--- src/rtl/lps_pkg.sv ---
// Shared types and codes for the link primary station block.
package lps_pkg;

    // Received event codes; these match the action field encoding
    typedef enum logic [3:0] {
        EV_SEND_UNCONF = 4'd0,
        EV_SEND_CONF   = 4'd1,
        EV_TX_DONE     = 4'd2,
        EV_ACK         = 4'd3,
        EV_NACK        = 4'd4,
        EV_LINK_STATUS = 4'd5,
        EV_NOT_SUPP    = 4'd6,
        EV_TIMEOUT     = 4'd7,
        EV_FAILURE     = 4'd8,
        EV_INVALID     = 4'd9
    } ev_t;

    // Link states
    typedef enum logic [2:0] {
        ST_NOT_RESET     = 3'd0,
        ST_RESET         = 3'd1,
        ST_RST_TXWAIT    = 3'd2,
        ST_DATA_TXWAIT   = 3'd3,
        ST_RST_ACKWAIT   = 3'd4,
        ST_DATA_ACKWAIT  = 3'd5,
        ST_UNCONF_TXWAIT = 3'd6
    } link_state_t;

    // Frame to queue
    typedef enum logic [1:0] {
        FR_NONE   = 2'd0,
        FR_RESET  = 2'd1,
        FR_CONF   = 2'd2,
        FR_UNCONF = 2'd3
    } frame_t;

    // Response timer commands
    typedef enum logic [1:0] {
        TM_NONE   = 2'd0,
        TM_START  = 2'd1,
        TM_CANCEL = 2'd2
    } timer_t;

    // Input request as seen on the ports
    typedef struct packed {
        logic [3:0] action;
        logic       tx_success;
        logic       receive_buffer_full;
        logic       more_segments;
    } in_item_t;

    // Result as seen on the ports
    typedef struct packed {
        logic [1:0] frame_request;
        logic       frame_fcb;
        logic [1:0] timer_command;
        logic       result_valid;
        logic       result_ok;
        logic       unexpected_event;
        logic [2:0] link_state_out;
        logic [7:0] retries_left_out;
    } out_item_t;

    // Classified command passed from front to back
    typedef struct packed {
        ev_t  ev;
        logic txok;
        logic dfc;
        logic more;
    } cmd_t;

    // Head of the command queue as offered to the back end
    typedef struct packed {
        logic valid;
        cmd_t cmd;
    } cmd_head_t;

endpackage

--- src/rtl/lps_front.sv ---
// Front end: accepts requests, classifies the action and queues commands.
module lps_front
(
    input  logic               clk,
    input  logic               rst_n,
    input  logic               push,
    output logic               full,
    input  lps_pkg::in_item_t  item,
    output lps_pkg::cmd_head_t head,
    input  logic               take
);

    lps_pkg::cmd_t cmd_mem [2];
    logic          wr_ptr_reg, wr_ptr_next;
    logic          rd_ptr_reg, rd_ptr_next;
    logic [1:0]    count_reg, count_next;
    lps_pkg::cmd_t cls;
    logic          do_push, do_pop;

    // Classify: out-of-range action codes become invalid events
    always_comb
    begin
        if (item.action <= lps_pkg::EV_FAILURE)
            cls.ev = lps_pkg::ev_t'(item.action);
        else
            cls.ev = lps_pkg::EV_INVALID;
        cls.txok = item.tx_success;
        cls.dfc  = item.receive_buffer_full;
        cls.more = item.more_segments;
    end

    assign full     = (count_reg == 2'd2);
    assign do_push  = push && !full;
    assign do_pop   = take && (count_reg != 2'd0);
    assign head.valid = (count_reg != 2'd0);
    assign head.cmd   = cmd_mem[rd_ptr_reg];

    // Pointer and count update
    always_comb
    begin
        wr_ptr_next = do_push ? ~wr_ptr_reg : wr_ptr_reg;
        rd_ptr_next = do_pop  ? ~rd_ptr_reg : rd_ptr_reg;
        count_next  = count_reg + {1'b0, do_push} - {1'b0, do_pop};
    end

    always_ff @(posedge clk or negedge rst_n)
    begin
        if (!rst_n)
        begin
            wr_ptr_reg <= 1'b0;
            rd_ptr_reg <= 1'b0;
            count_reg  <= 2'd0;
        end
        else
        begin
            wr_ptr_reg <= wr_ptr_next;
            rd_ptr_reg <= rd_ptr_next;
            count_reg  <= count_next;
        end
    end

    // Command storage
    always_ff @(posedge clk)
    begin
        if (do_push)
            cmd_mem[wr_ptr_reg] <= cls;
    end

endmodule

--- src/rtl/lps_back.sv ---
// Back end: link state machine and result queue.
module lps_back
(
    input  logic               clk,
    input  logic               rst_n,
    input  logic               cfg_valid,
    output logic               cfg_ready,
    input  logic [7:0]         cfg_data,
    input  lps_pkg::cmd_head_t head,
    output logic               take,
    output logic               empty,
    input  logic               pop,
    output lps_pkg::out_item_t result_item
);

    lps_pkg::link_state_t state_reg, state_next;
    logic                 fcb_reg, fcb_next;
    logic                 unc_reg, unc_next;
    logic [7:0]           retries_reg, retries_next;
    logic [7:0]           limit_reg;

    lps_pkg::out_item_t   res_mem [2];
    logic                 wr_ptr_reg, rd_ptr_reg;
    logic [1:0]           count_reg, count_next;
    logic                 do_pop;

    lps_pkg::cmd_t        c;
    lps_pkg::frame_t      frame;
    lps_pkg::timer_t      timer;
    logic                 fcb_o, valid_o, ok_o, unexp_o;
    lps_pkg::out_item_t   res;

    assign c         = head.cmd;
    assign cfg_ready = 1'b1;
    assign do_pop    = pop && (count_reg != 2'd0);
    assign empty     = (count_reg == 2'd0);
    assign take      = head.valid && ((count_reg != 2'd2) || do_pop);
    assign result_item = res_mem[rd_ptr_reg];

    // Retry limit register
    always_ff @(posedge clk or negedge rst_n)
    begin
        if (!rst_n)
            limit_reg <= 8'd0;
        else if (cfg_valid && cfg_ready)
            limit_reg <= cfg_data;
    end

    // Next state and stored link variables
    always_comb
    begin
        state_next   = state_reg;
        fcb_next     = fcb_reg;
        unc_next     = unc_reg;
        retries_next = retries_reg;
        case (state_reg)
            lps_pkg::ST_NOT_RESET, lps_pkg::ST_RESET:
            begin
                if (c.ev == lps_pkg::EV_SEND_UNCONF)
                begin
                    unc_next   = (state_reg == lps_pkg::ST_RESET);
                    state_next = lps_pkg::ST_UNCONF_TXWAIT;
                end
                else if (c.ev == lps_pkg::EV_SEND_CONF)
                begin
                    retries_next = limit_reg;
                    state_next   = (state_reg == lps_pkg::ST_RESET) ?
                                   lps_pkg::ST_DATA_TXWAIT : lps_pkg::ST_RST_TXWAIT;
                end
            end
            lps_pkg::ST_RST_TXWAIT:
            begin
                if (c.ev == lps_pkg::EV_TX_DONE)
                    state_next = c.txok ? lps_pkg::ST_RST_ACKWAIT : lps_pkg::ST_NOT_RESET;
            end
            lps_pkg::ST_DATA_TXWAIT:
            begin
                if (c.ev == lps_pkg::EV_TX_DONE)
                    state_next = c.txok ? lps_pkg::ST_DATA_ACKWAIT : lps_pkg::ST_RESET;
            end
            lps_pkg::ST_RST_ACKWAIT:
            begin
                if (c.ev == lps_pkg::EV_ACK)
                begin
                    fcb_next   = 1'b1;
                    state_next = lps_pkg::ST_DATA_TXWAIT;
                end
                else if (c.ev == lps_pkg::EV_TIMEOUT)
                begin
                    if (retries_reg != 8'd0)
                    begin
                        retries_next = retries_reg - 8'd1;
                        state_next   = lps_pkg::ST_RST_TXWAIT;
                    end
                    else
                        state_next = lps_pkg::ST_NOT_RESET;
                end
                else if (c.ev == lps_pkg::EV_FAILURE)
                    state_next = lps_pkg::ST_NOT_RESET;
            end
            lps_pkg::ST_DATA_ACKWAIT:
            begin
                if (c.ev == lps_pkg::EV_ACK)
                begin
                    fcb_next   = ~fcb_reg;
                    state_next = c.more ? lps_pkg::ST_DATA_TXWAIT : lps_pkg::ST_RESET;
                end
                else if (c.ev == lps_pkg::EV_FAILURE || (c.ev == lps_pkg::EV_NACK && c.dfc))
                    state_next = lps_pkg::ST_NOT_RESET;
                else if (c.ev == lps_pkg::EV_NACK)
                begin
                    retries_next = limit_reg;
                    state_next   = lps_pkg::ST_RST_TXWAIT;
                end
                else if (c.ev == lps_pkg::EV_TIMEOUT)
                begin
                    if (retries_reg != 8'd0)
                    begin
                        retries_next = retries_reg - 8'd1;
                        state_next   = lps_pkg::ST_DATA_TXWAIT;
                    end
                    else
                        state_next = lps_pkg::ST_NOT_RESET;
                end
            end
            lps_pkg::ST_UNCONF_TXWAIT:
            begin
                if (c.ev == lps_pkg::EV_TX_DONE && !c.more)
                    state_next = unc_reg ? lps_pkg::ST_RESET : lps_pkg::ST_NOT_RESET;
            end
            default:
            begin
                state_next = state_reg;
            end
        endcase
    end

    // Result fields for the current event
    always_comb
    begin
        frame   = lps_pkg::FR_NONE;
        timer   = lps_pkg::TM_NONE;
        fcb_o   = 1'b0;
        valid_o = 1'b0;
        ok_o    = 1'b0;
        unexp_o = 1'b0;
        case (state_reg)
            lps_pkg::ST_NOT_RESET, lps_pkg::ST_RESET:
            begin
                if (c.ev == lps_pkg::EV_SEND_UNCONF)
                    frame = lps_pkg::FR_UNCONF;
                else if (c.ev == lps_pkg::EV_SEND_CONF)
                begin
                    if (state_reg == lps_pkg::ST_RESET)
                    begin
                        frame = lps_pkg::FR_CONF;
                        fcb_o = fcb_reg;
                    end
                    else
                        frame = lps_pkg::FR_RESET;
                end
                else
                    unexp_o = 1'b1;
            end
            lps_pkg::ST_RST_TXWAIT, lps_pkg::ST_DATA_TXWAIT:
            begin
                if (c.ev == lps_pkg::EV_TX_DONE)
                begin
                    if (c.txok)
                        timer = lps_pkg::TM_START;
                    else
                        valid_o = 1'b1;
                end
                else
                    unexp_o = 1'b1;
            end
            lps_pkg::ST_RST_ACKWAIT:
            begin
                if (c.ev == lps_pkg::EV_ACK)
                begin
                    timer = lps_pkg::TM_CANCEL;
                    frame = lps_pkg::FR_CONF;
                    fcb_o = 1'b1;
                end
                else if (c.ev == lps_pkg::EV_TIMEOUT)
                begin
                    if (retries_reg != 8'd0)
                        frame = lps_pkg::FR_RESET;
                    else
                        valid_o = 1'b1;
                end
                else if (c.ev == lps_pkg::EV_FAILURE)
                begin
                    timer   = lps_pkg::TM_CANCEL;
                    valid_o = 1'b1;
                end
                else
                    unexp_o = 1'b1;
            end
            lps_pkg::ST_DATA_ACKWAIT:
            begin
                if (c.ev == lps_pkg::EV_ACK)
                begin
                    timer = lps_pkg::TM_CANCEL;
                    if (c.more)
                    begin
                        frame = lps_pkg::FR_CONF;
                        fcb_o = ~fcb_reg;
                    end
                    else
                    begin
                        valid_o = 1'b1;
                        ok_o    = 1'b1;
                    end
                end
                else if (c.ev == lps_pkg::EV_FAILURE || (c.ev == lps_pkg::EV_NACK && c.dfc))
                begin
                    timer   = lps_pkg::TM_CANCEL;
                    valid_o = 1'b1;
                end
                else if (c.ev == lps_pkg::EV_NACK)
                begin
                    timer = lps_pkg::TM_CANCEL;
                    frame = lps_pkg::FR_RESET;
                end
                else if (c.ev == lps_pkg::EV_TIMEOUT)
                begin
                    if (retries_reg != 8'd0)
                    begin
                        frame = lps_pkg::FR_CONF;
                        fcb_o = fcb_reg;
                    end
                    else
                        valid_o = 1'b1;
                end
                else
                    unexp_o = 1'b1;
            end
            lps_pkg::ST_UNCONF_TXWAIT:
            begin
                if (c.ev == lps_pkg::EV_TX_DONE)
                begin
                    if (c.more)
                        frame = lps_pkg::FR_UNCONF;
                    else
                    begin
                        valid_o = 1'b1;
                        ok_o    = c.txok;
                    end
                end
                else
                    unexp_o = 1'b1;
            end
            default:
            begin
                unexp_o = 1'b1;
            end
        endcase

        res.frame_request    = frame;
        res.frame_fcb        = fcb_o;
        res.timer_command    = timer;
        res.result_valid     = valid_o;
        res.result_ok        = ok_o;
        res.unexpected_event = unexp_o;
        res.link_state_out   = state_next;
        res.retries_left_out = retries_next;
    end

    // Link state registers, advanced once per executed command
    always_ff @(posedge clk or negedge rst_n)
    begin
        if (!rst_n)
        begin
            state_reg   <= lps_pkg::ST_NOT_RESET;
            fcb_reg     <= 1'b0;
            unc_reg     <= 1'b0;
            retries_reg <= 8'd0;
        end
        else if (take)
        begin
            state_reg   <= state_next;
            fcb_reg     <= fcb_next;
            unc_reg     <= unc_next;
            retries_reg <= retries_next;
        end
    end

    // Result queue control
    assign count_next = count_reg + {1'b0, take} - {1'b0, do_pop};

    always_ff @(posedge clk or negedge rst_n)
    begin
        if (!rst_n)
        begin
            wr_ptr_reg <= 1'b0;
            rd_ptr_reg <= 1'b0;
            count_reg  <= 2'd0;
        end
        else
        begin
            if (take)
                wr_ptr_reg <= ~wr_ptr_reg;
            if (do_pop)
                rd_ptr_reg <= ~rd_ptr_reg;
            count_reg <= count_next;
        end
    end

    // Result storage
    always_ff @(posedge clk)
    begin
        if (take)
            res_mem[wr_ptr_reg] <= res;
    end

endmodule

--- src/rtl/link_primary_station_fsm_unit.sv ---
// Top level of the link primary station: front end, command queue and state machine.
//
//  Channel     Handshake          Payload
//  ----------  -----------------  --------------------------------------
//  events      push / full        event_item  (lps_pkg::in_item_t)
//  results     pop / empty        result_item (lps_pkg::out_item_t)
//  config      cfg_valid/ready    cfg_data    (retry limit, 8 bits)
//
// One request per cycle is sustained while results are popped; a request is stored in the
// command queue when accepted, then executed by one state step that writes its result
// to the result queue, which drives the result ports.
// Both queues hold two entries, so either side may stall without blocking the
// other until its queue fills. Reset clears the link state, counters and
// queues; the retry limit resets to zero. cfg_ready is always high.
module link_primary_station_fsm_unit
(
    input  logic               clk,
    input  logic               rst_n,
    input  logic               push,
    output logic               full,
    input  lps_pkg::in_item_t  event_item,
    output logic               empty,
    input  logic               pop,
    output lps_pkg::out_item_t result_item,
    input  logic               cfg_valid,
    output logic               cfg_ready,
    input  logic [7:0]         cfg_data
);

    lps_pkg::cmd_head_t head;
    logic               take;

    // Request acceptance and classification
    lps_front u_front
    (
        .clk   (clk),
        .rst_n (rst_n),
        .push  (push),
        .full  (full),
        .item  (event_item),
        .head  (head),
        .take  (take)
    );

    // State machine and result queue
    lps_back u_back
    (
        .clk         (clk),
        .rst_n       (rst_n),
        .cfg_valid   (cfg_valid),
        .cfg_ready   (cfg_ready),
        .cfg_data    (cfg_data),
        .head        (head),
        .take        (take),
        .empty       (empty),
        .pop         (pop),
        .result_item (result_item)
    );

endmodule
--- config.mk ---
export PLATFORM = sky130hd
export DESIGN_NAME = link_primary_station_fsm_unit
export DESIGN_NICKNAME = d
export VERILOG_FILES = /design/src/rtl/lps_pkg.sv /design/src/rtl/lps_front.sv /design/src/rtl/lps_back.sv /design/src/rtl/link_primary_station_fsm_unit.sv
export SDC_FILE = /design/constraint.sdc
export NUM_CORES = 1
export LEC_CHECK = 0
export ABC_CLOCK_PERIOD_IN_PS = 2400
export BUFFER_PORTS_ARGS = -buffer_cell sky130_fd_sc_hd__clkbuf_2
export CELL_PAD_IN_SITES_DETAIL_PLACEMENT = 1
export CELL_PAD_IN_SITES_GLOBAL_PLACEMENT = 1
export CORE_AREA = 2 2 103 115
export CTS_CLUSTER_DIAMETER = 40
export DETAILED_ROUTE_END_ITERATION = 12
export DIE_AREA = 0 0 105 117
export PLACE_DENSITY_LB_ADDON = 0.1
export SYNTH_ARGS = -nofsm -noshare
export SYNTH_HDL_FRONTEND = slang
export SYNTH_SLANG_ARGS = --single-unit
--- constraint.sdc ---
create_clock -name clk -period 2.4 [get_ports clk]
set_input_delay 0.48 -clock clk [delete_from_list [all_inputs] [get_ports clk]]
set_output_delay 0.48 -clock clk [all_outputs]
set_load 0.01 [all_outputs]
== Yosys cells after proc, flatten, opt, wreduce, memory -nomap -nowiden ==
Memory sizes are Yosys's and may differ from the RTL's.
Index checks and enable logic that the tools add are counted.

* Register bits after elaboration: 29
* Bits in writable memories: 52
* Input port bits: 20
* Output and inout port bits: 22
* Memories kept: 2

* $add $sub $neg: 5
* Magnitude comparators: 1
* Equality and inequality tests: 16
* Multiplexer cells: 100
* Bitwise gates (word level): 5
* Reductions and logical operators: 22

{| class="wikitable"
|+ Memory list
! name !! words !! bits a word !! rd ports !! clocked after Yosys merged registers in !! wr ports !! line !! text
|-
| u_back.res_mem || 2 || 19 || 1 || 0 || 1 || lps_back.sv:22 || <nowiki>lps_pkg::out_item_t res_mem [2];</nowiki>
|-
| u_front.cmd_mem || 2 || 7 || 1 || 0 || 1 || lps_front.sv:13 || <nowiki>lps_pkg::cmd_t cmd_mem [2];</nowiki>
|}

{| class="wikitable"
|+ Operator list
! kind !! count
|-
| $mux W8 || 8
|-
| $mux W2 || 23
|-
| $mux W1 || 45
|-
| $mux W3 || 14
|-
| $pmux W8 S3 || 1
|-
| $pmux W3 S6 || 1
|-
| $eq A3 B3 Y1 const B || 3
|-
| $eq A4 B2 Y1 const B || 2
|-
| $eq A4 B3 Y1 const B || 2
|-
| $pmux W1 S4 || 2
|-
| $pmux W2 S4 || 1
|-
| $reduce_bool A8 Y1 || 1
|-
| $sub A8 B1 Y8 const B || 1
|-
| $eq A3 B2 Y1 const B || 2
|-
| $logic_and A1 B1 Y1 || 6
|-
| $pmux W2 S3 || 1
|-
| $reduce_bool A2 Y1 || 3
|-
| $not A1 Y1 || 5
|-
| $add A2 B1 Y2 || 2
|-
| $eq A4 B1 Y1 const B || 1
|-
| $eq A4 B4 Y1 const B || 1
|-
| $le A4 B4 Y1 const B || 1
|-
| $logic_not A4 Y1 || 1
|-
| $mux W4 || 1
|-
| 15 further kinds || 21
|}

== Longest topological paths before layout ==
* Depth after elaboration: 7
* Depth in mapped cells: 9

== Hierarchy ==
From an unflattened synthesis, not the netlist that was laid out.

* Cell total of the unflattened synthesis: 409
* Area total of the unflattened synthesis: 4561.9 sq um

{| class="wikitable"
|+ Modules (own cells, without submodules)
! module !! times used !! cells each !! area each (sq um) !! sequential area each (sq um)
|-
| lps_back || 1 || 364 || 3824.9 || 1766.7
|-
| lps_front || 1 || 45 || 737.0 || 520.5
|}

== Worst setup path after synthesis ==
Ideal clock, no wire load.

* Path type: register to register
* Start: register u_back.retries_reg[1]
* End: memory u_back.res_mem[0][4] (netlist name), data pin
* Arrival time: 2.177 ns
* Setup slack: -0.040 ns
* Cell stages (with the launch flop): 10
* Path buffers: 1
* Clock period less this slack: 2.440 ns
* Cells stage by stage: dfrtp_1 -> clkbuf_1 -> inv_1 -> ha_1 -> or3b_1 -> a21oi_1 -> o21ai_0 -> a2111oi_0 -> o211ai_1 -> mux2_2

* Longest elaborated chain between the ends: 7
* Elaborated cells on any way between the ends: 9

{| class="wikitable"
|+ RTL lines
! item !! line !! text
|-
| start: declaration || lps_back.sv:19 || <nowiki>logic [7:0] retries_reg, retries_next;</nowiki>
|-
| start signal: assignment || lps_back.sv:285 || <nowiki>retries_reg <= retries_next;</nowiki>
|-
| $sub A8 B1 Y8 or $reduce_bool A8 Y1 (tied branches) || - ||
|-
| $mux W8 * || lps_back.sv:90, lps_back.sv:117 ||
|-
| $mux W8 * || lps_back.sv:115 || <nowiki>else if (c.ev == lps_pkg::EV_TIMEOUT)</nowiki>
|-
| $mux W8 || lps_back.sv:110 || <nowiki>else if (c.ev == lps_pkg::EV_NACK)</nowiki>
|-
| $mux W8 || lps_back.sv:108 || <nowiki>else if (c.ev == lps_pkg::EV_FAILURE || (c.ev == lps_pkg::EV_NACK && c.dfc))</nowiki>
|-
| $mux W8 || lps_back.sv:103 || <nowiki>if (c.ev == lps_pkg::EV_ACK)</nowiki>
|-
| $pmux W8 S3 * || lps_back.sv:56 || <nowiki>case (state_reg)</nowiki>
|-
| net u_back.retries_next[4] || lps_back.sv:19 ||
|-
| end: declaration || lps_back.sv:22 ||
|}

Mark *: on every way through the listed nets, which the timed path passes. The rest lies on a longest branch.

== Worst setup path in the final report ==
* Start: memory u_front.cmd_mem[0][4] (netlist name)
* End: memory u_back.res_mem[1][2] (netlist name), data pin

* Longest elaborated chain between the ends: 7
* Elaborated cells on any way between the ends: 17

{| class="wikitable"
|+ RTL lines
! item !! line
|-
| start: declaration || lps_front.sv:13
|-
| $mem_v2 Z2 W7 * || -
|-
| $eq A4 B3 Y1, on equally long branches || -
|-
| $mux W8 or $logic_and A1 B1 Y1 (tied branches) || lps_back.sv:115, lps_back.sv:108
|-
| $mux W8 or $logic_or A1 B1 Y1 (tied branches) || lps_back.sv:110, lps_back.sv:108
|-
| $mux W8 || lps_back.sv:108
|-
| $mux W8 || lps_back.sv:103
|-
| $pmux W8 S3 * || lps_back.sv:56
|-
| net u_back.retries_next[2] || lps_back.sv:19
|}

Marked as above.

==> impl_metrics.ini <==
[status]
status = finished, final reports clean

[setup_path]
slowest_stage = edfxtp_1
path_delay_family = compound AO/OA/AOI/OAI gates
crit_path_end_kind = flip-flop
cp_max_fo = 5
r2r_setup_slack_ns = 0.04
path_cells = buf_4 -> nor4_1 -> o21a_2 -> buf_4 -> mux2i_1 -> o22ai_1 -> a22oi_1 -> nand2_2
critPathRequiredTime_ns = 2.48
cp.buffers_inverters = 2
max_stage_delay_ns = 0.44
crit_arrival_ns = 2.44
cpMostUsedCell = buf_4
path_class = reg2reg
startpoint_type = flip-flop

[pwr]
p_leak_nw = 2.41
powerDensity_nw_per_um2 = 1330
vdd_drop_max_mv = 0.573

[final_layout]
drive_gt1_share_pct = 41.0
nets = 558
regMostFlops = u_back.res_mem
antennaDiodeCount = 0
finalNonFillerCells = 689
largest_reg_flops = 38
reg_top3 = u_back.res_mem: 38 flops, u_front.cmd_mem: 14 flops
syn_to_final_growth_pct = 28.9

[global_routing]
grt_pass1_wl_microns = 22400
grt_use_total_pct = 24.1
grt_max_degree = 30
grt_pass1_vias = 4084
grt-ovfl-total = 0
antenna_found_initial = 0

[run]
cap_violations = 0

[routing]
firstDrtPassIters = 4
wl_per_cell_microns = 20.7
ant_nets = 0
drt_iter0_markers = 228
drc = 0
num_vias = 3942
routed_wl_microns = 14300
viasPerCell = 5.72

[worst_hold_path]
hold_class = in2async

[floorplan]
die_area_sq_um = 12300
placementRows = 41
ios = 42
initial_core_util_pct = 41.8
core-area_sq_um = 11200
die_w_microns = 105
fp.dieH_microns = 117

[sta]
tns_ns = 0
fin_crit_ns = 2.36
hold_violations = 0
maxSlewViolCount = 0
tightestPinTransition_ns = 0.883
finalCritPeriodShare_pct = 98.3
maxSlewHeadroom_pct = 41.1
setup_viol = 0
fmax_ghz = 0.424
rsz0062_at_grt = true
fin_skew_ns = 0.00598

[place]
dp.cells = 661
port_buffers = 40
dp_hpwl_microns = 10400
routabilityCongestion = 0.938

[yosys]
yosys_warnings = 0
synth_area_per_cell_sq_um = 10.9
synth.net_count = 452
ys_async_sr_fraction_pct = 35.8
ys_seq_area_share_pct = 48.9
synth_edf_count = 52
synth_cells = 428
netlist_area_sq_um = 4680
ys_ff_latch = 81
ys_types = 74
synth_ff_type = edfxtp_1

[clock_network]
cts.sinks = 81
htree_levels = 3
clock_latency_ns = 0.35
root_buffer = clkbuf_16
cts_max_path_buffers = 2
cts_inserted_buffers = 9
clk_pin_slew_ns = 0.06
cts_tree = built
cts_hold_buf = 0
stage by stage:
step	util [%]	power (mW)	hold slack, ns	setup slack, ns	area, sq um
2_1_floorplan	-	4.80	0.184	0.00109	4680
3_3_place_gp	49.0	6.25	0.463	-0.0900	5480
3_5_place_dp	49.0	6.39	0.472	-0.141	5480
4_1_cts	51.9	7.80	0.279	0.000973	5800
5_1_grt	53.9	8.52	0.313	-0.0657	6030
6_report	53.9	8.03	0.252	0.0407	6030
worst paths after layout:
kind,from,to,cells after the start
setup reg to reg,u_front.cmd_mem[0][4],u_back.res_mem[1][2],8
max in group asynchronous,rst_n,u_front.rd_ptr_reg,1
hold reg to reg,u_back.rd_ptr_reg,u_back.rd_ptr_reg,1
setup / recovery,u_front.cmd_mem[0][4],u_back.res_mem[1][2],8
min in group clk,event_item[1],u_front.cmd_mem[0][1],1
hold / removal,rst_n,u_back.retries_reg[6],1
where the power goes:
group	switching [mW]	leakage [nW]	internal, mW
Clock	0.544	0.144	0.794
Combinational	2.29	1.42	1.86
Sequential	0.322	0.844	2.21
Total	3.15	2.41	4.87
timing repair:
| item | CTS | global route |
|---|---|---|
| setup endpoints to repair | 20 | 25 |
| pin swaps | 0 | 6 |
| buffers inserted | 2 | 10 |
| resized for setup | 8 | 34 |
Yosys cell counts, drive strengths merged (7+ instances only):
cell type   n  area share [%]
o21ai      22             2.4
nand2      22             1.8
nor2       29             2.4
mux2       41             9.9
buf        12             1.6
edfxtp     52              33
clkbuf     17             1.4
xnor2       8             1.5
nor3       19             2.4
and3        7            0.94
dfrtp      29              16
mux2i      12             2.6
a21oi      14             1.5
inv        11            0.88
nand3      10             1.1
cell families after synthesis:
kind of cell,count (synthesis),share of synthesized area [%]
XOR/XNOR,10,1.87
buffers and inverters,41,3.91
flip-flops,81,48.9
AO/OA/AOI/OAI,97,14.5
other,1,0.0802
adder cells (fa/ha/maj),4,1.07
AND/OR/NAND/NOR,141,17.2
multiplexers,53,12.4
per-layer routing:
metal  vias to the layer above  routed length [microns]  GRT usage (%)
met5                         -                        0              0
met4                         0                      382           10.7
met3                        27                      724           3.54
met2                       123                     7190           41.7
met1                      1964                     5980           30.4
li1                       1828                        -              -
final cells by class:
type                    count  area [sq um]
clock buffers               9           225
clock inverters             7          61.3
fillers                  1284          5160
inverters                  12          45.0
multi-input cells         306          2360
flip-flops and latches     81          2290
well taps                 150           188
repair buffers            124           857
placed cells by master, fill, tap and decap left out, types with 3 or more instances in the layout:
master     instances
nor4_1             5
ha_1               3
nand3b_1           4
nand4_1            4
o211ai_1           5
nand2b_1           4
and3_1             7
o21ai_1            4
clkbuf_16          9
inv_1             11
clkbuf_2          40
a21o_1             6
buf_4             80
nor2_2             4
mux2i_1           12
o21ai_0           18
or2_2              4
nor3_1            15
nor2b_1            6
nand2_1           21
nand3_1            8
xnor2_1            8
o22ai_1            5
mux2_2            40
a211o_1            3
a22oi_1            5
clkinv_1           3
a21oi_1           13
clkinv_2           3
dfrtp_1           28
nor3_2             3
or3_1              3
nor2_1            24
a31oi_1            5
edfxtp_1          52
Note: power is estimated with default switching activity, not from simulation.
